**config.mk**
```make
export PLATFORM = sky130hd
export DESIGN_NAME = nmea_sentence_checksum_check_core
export DESIGN_NICKNAME = d
export VERILOG_FILES = /design/src/sv/nsc_pkg.sv /design/src/sv/nmea_sentence_checksum_check_core.sv /design/src/sv/nsc_in_stage.sv /design/src/sv/nsc_check.sv /design/src/sv/nsc_out_stage.sv
export SDC_FILE = /design/constraint.sdc
export NUM_CORES = 1
export LEC_CHECK = 0
export BUFFER_PORTS_ARGS = -buffer_cell sky130_fd_sc_hd__buf_2
export CAP_MARGIN = 20
export CELL_PAD_IN_SITES_DETAIL_PLACEMENT = 0
export CELL_PAD_IN_SITES_GLOBAL_PLACEMENT = 1
export CORE_MARGIN = 3
export CORE_UTILIZATION = 46
export DETAILED_ROUTE_END_ITERATION = 8
export HOLD_SLACK_MARGIN = 0.08
export PLACE_DENSITY = 0.8
export SYNTH_ARGS = -nofsm -noshare
export SYNTH_HDL_FRONTEND = slang
export SYNTH_SLANG_ARGS = --single-unit
```
**constraint.sdc**
```tcl
create_clock -name clk -period 4.9 [get_ports clk]
set_clock_uncertainty 0.05 [all_clocks]
set_input_delay 0.49 -clock clk [delete_from_list [all_inputs] [get_ports clk]]
set_output_delay 0.49 -clock clk [all_outputs]
set_load 0.1 [all_outputs]
```
**src/sv/nsc_pkg.sv**
```systemverilog
package nsc_pkg;

  localparam logic [2:0] STATUS_OK       = 3'd0;
  localparam logic [2:0] STATUS_SHORT    = 3'd1;
  localparam logic [2:0] STATUS_NO_STAR  = 3'd2;
  localparam logic [2:0] STATUS_BAD_CHAR = 3'd3;
  localparam logic [2:0] STATUS_MISMATCH = 3'd4;

  localparam logic [1:0] KIND_NONE = 2'd0;
  localparam logic [1:0] KIND_RMC  = 2'd1;
  localparam logic [1:0] KIND_GSA  = 2'd2;
  localparam logic [1:0] KIND_GGA  = 2'd3;

  localparam logic [7:0] CHAR_STAR = 8'h2a;
  localparam logic [7:0] HEX_DIGIT_BASE  = 8'h30;
  localparam logic [7:0] HEX_LETTER_BASE = 8'h37;

  localparam int HDR_COUNT = 6;
  localparam int HDR_LEN   = 6;
  localparam int WIN_DEPTH = 5;

  // header patterns, first character in the top byte
  localparam logic [8*HDR_LEN-1:0] HDR_PAT [HDR_COUNT] = '{
    "$GPRMC", "$GNRMC", "$GPGSA", "$GNGSA", "$GPGGA", "$GNGGA"
  };

  typedef struct packed {
    logic [7:0] data_byte;
    logic       last_byte;
  } item_t;

  typedef struct packed {
    logic [2:0] check_status;
    logic [1:0] sentence_kind;
    logic [7:0] computed_checksum;
  } result_t;

  function automatic logic [7:0] hdr_char(input int k, input logic [2:0] p);
    logic [7:0] c;
    case (p)
      3'd0:    c = HDR_PAT[k][47:40];
      3'd1:    c = HDR_PAT[k][39:32];
      3'd2:    c = HDR_PAT[k][31:24];
      3'd3:    c = HDR_PAT[k][23:16];
      3'd4:    c = HDR_PAT[k][15:8];
      3'd5:    c = HDR_PAT[k][7:0];
      default: c = 8'h00;
    endcase
    return c;
  endfunction

  function automatic logic [7:0] nibble_char(input logic [3:0] n);
    return {4'h0, n} + ((n < 4'ha) ? HEX_DIGIT_BASE : HEX_LETTER_BASE);
  endfunction

endpackage

```
**src/sv/nmea_sentence_checksum_check_core.sv**
```systemverilog
// NMEA 0183 sentence checksum checker.
// Input channel s_axis: one sentence byte per item in tdata[7:0], tlast on the
// final byte. Output channel m_axis: one result item per sentence, given when
// the final byte has been processed; no item is produced for other bytes.
// Result: tdata[2:0] status (ok, short, no star, bad character, mismatch),
// tdata[10:3] computed XOR, tuser[1:0] sentence kind (RMC, GSA, GGA or none).
// A final byte passes through the input register, then the result register,
// before its result shows on m_axis. Throughput: one byte per cycle, unless a
// final byte waits on a stalled m_axis; the running XOR, five-byte tail window
// and header match flags all update as each byte leaves the input register.
// Reset clears both valid flags and returns the sentence state to the start of
// a sentence. While m_axis stalls the result holds; bytes that are not final
// keep flowing, and a further final byte waits in the input register until
// the held result is taken, which then stalls s_axis.
module nmea_sentence_checksum_check_core
  import nsc_pkg::*;
(
  input  logic        clk,
  input  logic        rst,
  input  logic        s_axis_tvalid,
  output logic        s_axis_tready,
  input  logic [7:0]  s_axis_tdata,   // [7:0] data_byte
  input  logic        s_axis_tlast,   // last_byte
  output logic        m_axis_tvalid,
  input  logic        m_axis_tready,
  output logic [15:0] m_axis_tdata,   // [2:0] check_status, [10:3] computed_checksum
  output logic [1:0]  m_axis_tuser    // [1:0] sentence_kind
);

  item_t   in_item;
  item_t   held_item;
  logic    held_valid;
  logic    advance;
  result_t result;
  result_t out_result;

  assign in_item.data_byte = s_axis_tdata;
  assign in_item.last_byte = s_axis_tlast;

  nsc_in_stage u_in_stage (
    .clk        (clk),
    .rst        (rst),
    .in_valid   (s_axis_tvalid),
    .in_ready   (s_axis_tready),
    .in_item    (in_item),
    .advance    (advance),
    .held_valid (held_valid),
    .held_item  (held_item)
  );

  nsc_check u_check (
    .clk     (clk),
    .rst     (rst),
    .advance (advance),
    .item    (held_item),
    .result  (result)
  );

  nsc_out_stage u_out_stage (
    .clk        (clk),
    .rst        (rst),
    .held_valid (held_valid),
    .held_last  (held_item.last_byte),
    .result     (result),
    .advance    (advance),
    .out_valid  (m_axis_tvalid),
    .out_ready  (m_axis_tready),
    .out_result (out_result)
  );

  assign m_axis_tdata = {5'b00000, out_result.computed_checksum, out_result.check_status};
  assign m_axis_tuser = out_result.sentence_kind;

endmodule

```
**src/sv/nsc_in_stage.sv**
```systemverilog
module nsc_in_stage
  import nsc_pkg::*;
(
  input  logic  clk,
  input  logic  rst,
  input  logic  in_valid,
  output logic  in_ready,
  input  item_t in_item,
  input  logic  advance,
  output logic  held_valid,
  output item_t held_item
);

  logic  vld;
  item_t item;

  assign in_ready   = !vld || advance;
  assign held_valid = vld;
  assign held_item  = item;

  always_ff @(posedge clk) begin
    if (rst) begin
      vld <= 1'b0;
    end else if (in_ready) begin
      vld <= in_valid;
    end
  end

  always_ff @(posedge clk) begin
    if (in_valid && in_ready) begin
      item <= in_item;
    end
  end

endmodule

```
**src/sv/nsc_check.sv**
```systemverilog
module nsc_check
  import nsc_pkg::*;
(
  input  logic    clk,
  input  logic    rst,
  input  logic    advance,
  input  item_t   item,
  output result_t result
);

  logic [7:0]          tail_window [WIN_DEPTH];
  logic [7:0]          running_xor;
  logic [2:0]          byte_position;
  logic                bad_char_seen;
  logic [HDR_COUNT-1:0] header_match_flags;

  logic [7:0]          win_next [WIN_DEPTH];
  logic [7:0]          xor_next;
  logic [2:0]          pos_next;
  logic                bad_next;
  logic [HDR_COUNT-1:0] flags_next;
  logic [7:0]          leaving;
  logic                in_payload;

  assign leaving    = tail_window[0];
  assign in_payload = (byte_position >= 3'd6);

  always_comb begin
    for (int k = 0; k < HDR_COUNT; k++) begin
      flags_next[k] = header_match_flags[k] &&
                      (in_payload || byte_position == 3'd7 ||
                       hdr_char(k, byte_position) == item.data_byte);
    end
    xor_next = in_payload ? (running_xor ^ leaving) : running_xor;
    bad_next = bad_char_seen || (in_payload && (leaving[7] || leaving == 8'h00));
    for (int i = 0; i < WIN_DEPTH - 1; i++) begin
      win_next[i] = tail_window[i+1];
    end
    win_next[WIN_DEPTH-1] = item.data_byte;
    pos_next = (byte_position == 3'd7) ? byte_position : byte_position + 3'd1;
  end

  // precedence: short, no star, bad character, mismatch
  always_comb begin
    result.computed_checksum = xor_next;
    result.sentence_kind     = KIND_NONE;
    if (byte_position < 3'd5) begin
      result.check_status = STATUS_SHORT;
    end else if (win_next[0] != CHAR_STAR) begin
      result.check_status = STATUS_NO_STAR;
    end else if (bad_next) begin
      result.check_status = STATUS_BAD_CHAR;
    end else if (win_next[1] != nibble_char(xor_next[7:4]) ||
                 win_next[2] != nibble_char(xor_next[3:0])) begin
      result.check_status = STATUS_MISMATCH;
    end else begin
      result.check_status = STATUS_OK;
      if (|flags_next[1:0]) begin
        result.sentence_kind = KIND_RMC;
      end else if (|flags_next[3:2]) begin
        result.sentence_kind = KIND_GSA;
      end else if (|flags_next[5:4]) begin
        result.sentence_kind = KIND_GGA;
      end
    end
  end

  always_ff @(posedge clk) begin
    if (rst || (advance && item.last_byte)) begin
      for (int i = 0; i < WIN_DEPTH; i++) begin
        tail_window[i] <= 8'h00;
      end
      running_xor        <= 8'h00;
      byte_position      <= 3'd0;
      bad_char_seen      <= 1'b0;
      header_match_flags <= '1;
    end else if (advance) begin
      tail_window        <= win_next;
      running_xor        <= xor_next;
      byte_position      <= pos_next;
      bad_char_seen      <= bad_next;
      header_match_flags <= flags_next;
    end
  end

  a_restart_after_last: assert property (@(posedge clk) disable iff (rst)
    advance && item.last_byte |=> byte_position == 3'd0 && header_match_flags == '1)
    else $error("sentence state not cleared after final item");

  a_position_counts: assert property (@(posedge clk) disable iff (rst)
    advance && !item.last_byte && byte_position != 3'd7
      |=> byte_position == $past(byte_position) + 3'd1)
    else $error("byte position did not advance");

  a_kind_only_on_ok: assert property (@(posedge clk) disable iff (rst)
    advance && result.sentence_kind != KIND_NONE |-> result.check_status == STATUS_OK)
    else $error("sentence kind given on a failed check");

  a_flags_only_fall: assert property (@(posedge clk) disable iff (rst)
    advance && !item.last_byte
      |=> (header_match_flags & ~$past(header_match_flags)) == '0)
    else $error("header match flag set again mid sentence");

endmodule

```
**src/sv/nsc_out_stage.sv**
```systemverilog
module nsc_out_stage
  import nsc_pkg::*;
(
  input  logic    clk,
  input  logic    rst,
  input  logic    held_valid,
  input  logic    held_last,
  input  result_t result,
  output logic    advance,
  output logic    out_valid,
  input  logic    out_ready,
  output result_t out_result
);

  logic    vld;
  result_t res;
  logic    load;

  // a non-final item needs no output slot
  assign advance    = held_valid && (!held_last || !vld || out_ready);
  assign load       = advance && held_last;
  assign out_valid  = vld;
  assign out_result = res;

  always_ff @(posedge clk) begin
    if (rst) begin
      vld <= 1'b0;
    end else if (load) begin
      vld <= 1'b1;
    end else if (out_ready) begin
      vld <= 1'b0;
    end
  end

  always_ff @(posedge clk) begin
    if (load) begin
      res <= result;
    end
  end

  a_hold_while_stalled: assert property (@(posedge clk) disable iff (rst)
    vld && !out_ready |=> vld && res == $past(res))
    else $error("result item lost while stalled");

endmodule
```
* Word level (Yosys, flattened, before mapping)
Index checks and enable logic that the tools add are counted.
** Word-level totals
- Output and inout bits :: 20
- ROM bits :: 0
- Register bits after elaboration :: 82
- Input bits :: 13
- Memory bits (writable) :: 0
- Memories kept :: 0
- Logic and storage cells :: 98
- Latch bits :: 0
** Operators by class
- Add/sub/neg operators :: 3
- Bitwise operators :: 2
- Order comparisons :: 4
- Shift-type cells :: 0
- Divide/modulo/power cells :: 0
- Equality and inequality tests :: 15
- $mul :: 0
- Reductions and logical operators :: 39
- Mux-type cells :: 17
** Operators by type and width (number)
- one-hot mux 7 bit (6 select lines) :: 2
- one-hot mux 7 bit (5 select lines) :: 2
- one-hot mux 7 bit (4 select lines) :: 2
- equality test 7 x 8 -> 1 bit :: 6
- adder 4 x 8 -> 8 bit :: 2
- != test 8 bit :: 2
- logical OR 1 bit :: 14
- logical AND 1 bit :: 10
- equality test 3 bit (second input constant) :: 3
- 2-to-1 mux 3 bit :: 3
- logical NOT 8 bit :: 1
- less-than comparator 4 bit (second input constant) :: 2
- 2-to-1 mux 2 bit :: 4
- 2-to-1 mux 8 bit :: 1
- != test 8 x 6 -> 1 bit (second input constant) :: 1
- OR reduction 2 bit :: 4
- bitwise XOR 8 bit :: 1
- equality test 3 x 2 -> 1 bit (second input constant) :: 2
- OR reduction 3 bit :: 2
- OR reduction 6 bit :: 1
- OR reduction 4 bit :: 1
- adder 3 x 1 -> 3 bit (second input constant) :: 1
- equality test 3 x 1 -> 1 bit (second input constant) :: 1
- greater-or-equal comparator 3 bit (second input constant) :: 1
- 7 further kinds :: 11

* Longest topological paths before layout
- Depth in word-level cells :: 10
- Mapped depth :: 19
- Mapped depth without buffers :: 17

* Modules after synthesis
Synthesis repeated with hierarchy kept, for this count alone.
** Second synthesis, totals
- Cells, all modules :: 445
- Area, all modules :: 4372.9 um^2
** By module, submodules not included
- nsc_check :: cells an instance 405, area each 3548.4 um^2, seq. area each 1161.1 um^2, instances 1
- nsc_out_stage :: cells an instance 20, area each 457.9 um^2, seq. area each 410.4 um^2, instances 1
- nsc_in_stage :: cells an instance 14, area each 325.3 um^2, seq. area each 290.3 um^2, instances 1
- nmea_sentence_checksum_check_core :: cells an instance 6, area each 41.3 um^2, seq. area each 0.0 um^2, instances 1

* Worst setup path after synthesis
OpenSTA, ideal clock, no wires.
- Path type :: reg-to-reg
- Start point :: register u_check.byte_position[0]
- End point :: register u_out_stage.res (netlist bit u_out_stage.out_result[9]), data pin
- Slack :: 1.106 ns
- Library setup time :: 0.149 ns
- Arrival :: 3.595 ns
- Stages on the path, launching flop included :: 20
- Cell sequence :: dfxtp_1 -> clkbuf_1 -> inv_1 -> ha_1 -> buf_4 -> nor2_1 -> nor2_1 -> nand2_1 -> xor2_1 -> a21oi_1 -> ha_1 -> inv_1 -> fa_1 -> xor2_1 -> nand3_1 -> nor3_1 -> o221ai_1 -> a221oi_2 -> nand4b_1 -> nor3b_2
** Between the ends
- Word-level cells in the longest chain between the ends :: 9
- Elaborated cells between the ends (all ways) :: 53
** RTL lines
- start: declaration :: line nsc_check.sv:13 : logic [2:0] byte_position;
- start signal: assignment :: line nsc_check.sv:80 : byte_position <= pos_next;
- parallel branches: the longest is 9 deep, another holds adder 4 x 8 -> 8 bit
- end signal: assignment :: line nsc_out_stage.sv:37 : res <= result;
- end: declaration :: line nsc_out_stage.sv:16 : result_t res;
Several ways; the timed one is not identified.
A chain may end at the register's enable or synchronous reset.

* Worst setup path after layout
- Start point :: register u_check.byte_position[0]
- End point :: register u_out_stage.res (netlist bit u_out_stage.out_result[8]), data pin
** Between the ends
- Word-level cells in the longest chain between the ends :: 10
- Elaborated cells between the ends (all ways) :: 55
** RTL lines
- parallel branches: the longest is 10 deep, another holds adder 4 x 8 -> 8 bit
Several ways; the timed one is not identified.

==> flow_summary.yaml <==
global_route:
  grt_pass1_vias: 3154
  antenna_found_initial: 0
  grt_overflow_total: 0
  grt_pass1_wl_mm: 16.1
  grt_use_total_pct: 20.0
  grt_max_degree: 55
setup_path:
  crit_required_ns: 5.04
  end_kind: "flop"
  path_max_fanout: 15
  worstPathArrival_ns: 4.47
  path_class: "flop to flop"
  startpoint_type: "flop"
pwr:
  p_leak_nw: 1.73
  internal_power_w: 0.00104
  p_total_w: 0.00142
  p_seq_share_pct: 51.4
  switching_power_w: 0.000373
  swShare_pct: 26.3
  p_per_area_mw_per_mm2: 304
  max-vdd-ir-drop_mv: 0.124
  comb_power_share_pct: 11.2
  clkPwrFrac_pct: 37.4
clock_tree:
  clock-sinks: 82
  cts_max_level: 3
  cts_root_buf: "clkbuf_8"
  post_cts_buffers: 0
  path_clk_slew_ns: 0.09
  cts_tree: "done"
  cts_buffers: 9
  cts_resized: 0
  clock_latency_ns: 0.35
  holdBufCountCts: 0
  cts_buffer_depth: 2
yosys:
  ys_top_cells_by_count: "106 x nand2_1, 60 x dfxtp_1, 58 x a21oi_1, 33 x nor2_1, 22 x edfxtp_1"
  synth_seq_cells: 82
  synthArstFlopShare_pct: 0
  ys_seq_area_share_pct: 43.6
  synthCells: 494
  synth_ff_type: "dfxtp_1"
  synth_top_cell_by_area: "dfxtp_1"
  synth_cell_types: 59
  ys_warn_count: 0
  synth_edf_count: 22
  yosysMostFrequentCell: "nand2_1"
  synth_area_leaders: "dfxtp_1 28%, edfxtp_1 15%, nand2_1 9.3%"
  syn_area_per_cell_um2: 8.64
  synth_top_area_share_pct: 28.1
  syn_area_mm2: 0.00427
timing:
  setup_viol: 0
  setup-tns-final_ns: 0
  min_period_ns: 4.32
  max_freq_ghz: 0.231
  period_share_pct: 88.3
  slew_headroom_pct: 37.8
  hold_viol: 0
  worst_pin_slew_ns: 0.929
  rsz0062_at_grt: "no"
  slew_viol_final: 0
die:
  start_util_pct: 48.3
  num_rows: 34
  coreArea_mm2: 0.00885
  dieArea_mm2: 0.0105
  die_h_um: 102
  die-width_um: 102
  pin_count: 33
outcome:
  status: "completed"
finish:
  diodes: 0
  layout.nets: 536
  drive_gt1_share_pct: 12.0
  areaGrowthSynthToFinish_pct: 9.20
detailed_routing:
  drt-initial-drc-count: 236
  post_drt_wl_per_cell_um: 16.0
  via_per_inst: 5.56
  vias: 3466
  wl_mm: 9.97
  first_pass_iters: 5
  drtAntennaViolNets: 0
  drc_errors: 0
min_path:
  hp-class: "input port to flop"
placed_design:
  place_congestion: 0.919
  post-dp-hpwl_mm: 7.08
  port_buffers: 27
flow_run:
  maxCapViolations: 0
## critical path: stages, from the launching register on
cell and delay [ns]:
dfxtp_1 0.45, inv_1 0.17, ha_1 0.60, nor2_1 0.08, nor2_1 0.23, nand2_1 0.10, xor2_1 0.19, a21oi_1 0.31
ha_1 0.24, inv_1 0.06, fa_1 0.52, xor2_1 0.15, nand3_1 0.09, nor3_1 0.18, o221ai_1 0.15, a221oi_2 0.23
nand4b_1 0.19, a21oi_1 0.18
## power by group through the flow
stage | Clock (W) | Sequential, W | Combinational [W]
CTS | 0.000541 | 0.000728 | 0.000156
floorplan | 0 | 0.000747 | 0.000122
global placement | 0 | 0.000743 | 0.000155
global route | 0.000570 | 0.000730 | 0.000173
detailed placement | 0 | 0.000743 | 0.000155
finish | 0.000530 | 0.000728 | 0.000159
## layout make-up
class                           count  area, µm²
Timing Repair Buffer               32        185
Multi-Input combinational cell    367       2200
Clock buffer                       11        131
Fill cell                         880       4190
Tap cell                          108        135
Sequential cell                    82       1860
Inverter                           18       67.6
Clock inverter                      5       78.8
## layer usage
layer | vias to the layer above | track usage [%] | routed length, µm
met4 | 0 | 6.76 | 139
li1 | 1711 | - | -
met3 | 11 | 3.69 | 525
met1 | 1639 | 29.2 | 4880
met5 | - | 0 | 0
met2 | 105 | 29.7 | 4430
## layout by cell type, fill, tap and decap left out, types with 3 or more instances in the layout
cell type / Yosys / final
a21oi_1: 58 / 58
a211o_1: 3 / 3
xor2_2: 4 / 4
a32oi_1: 3 / 3
nand2_1: 106 / 106
xnor2_1: 17 / 17
a31oi_1: 4 / 4
clkbuf_8: 0 / 9
mux2i_1: 4 / 4
ha_1: 11 / 11
nand2b_1: 9 / 9
or3_1: 5 / 5
conb_1: 1 / 5
nor2_1: 33 / 33
o21ai_0: 12 / 12
buf_4: 7 / 4
o211ai_2: 4 / 4
o211ai_1: 3 / 3
nand3_1: 4 / 4
inv_2: 3 / 3
nor2b_1: 4 / 4
or2_2: 3 / 3
nor3_1: 7 / 7
edfxtp_1: 22 / 22
nor4_1: 6 / 6
inv_1: 15 / 15
and3_1: 3 / 3
dfxtp_1: 60 / 60
buf_2: 2 / 27
a21o_1: 4 / 4
xor2_1: 20 / 20
## state kept, by name, summed over array words and instances (netlist names)
register                    cells
u_out_stage.out_result         13
u_in_stage.held_valid           1
u_out_stage.out_valid           1
u_in_stage.held_item            9
u_check.tail_window            32
u_check.leaving                 8
u_check.bad_char_seen           1
u_check.byte_position           3
u_check.running_xor             8
u_check.header_match_flags      6
## per-stage QoR
stage               hold WS, ns  instance area, µm²  util [%]  std cells  setup WS [ns]
finish                    0.257                4660      52.7        623          0.575
global route              0.241                4660      52.7        623          0.153
CTS                       0.246                4640      52.5        622          0.583
detailed placement        0.398                4430      50.1        606          0.632
global placement          0.390                4430      50.1        606          0.775
floorplan                 0.377                4290         -        498           1.11
## final timing paths
path | from | to | slack [ns] | cells past startpoint
worst min register to register | u_check.tail_window[3] | u_check.tail_window[11] | 0.40 | 2
worst min-delay path | s_axis_tdata[1] | u_in_stage.held_item[2] | 0.26 | 1
worst max register to register | u_check.byte_position[0] | u_out_stage.out_result[8] | 0.58 | 17
worst max-delay path | u_check.byte_position[0] | u_out_stage.out_result[8] | 0.58 | 17
## cell families (layout without fill, tap and decap cells)
kind of cell	Yosys count	in the layout	synth area share (%)
XOR/XNOR	41	41	9.11
AND/OR/NAND/NOR	192	192	20.2
AO/OA/AOI/OAI	111	111	16.4
adder cells (fa/ha/maj)	13	13	4.16
buffers and inverters	49	66	5.16
multiplexers	5	5	1.20
other	1	5	0.0878
flip-flops	82	82	43.6
No activity file was read; power rests on OpenSTA's default activity.
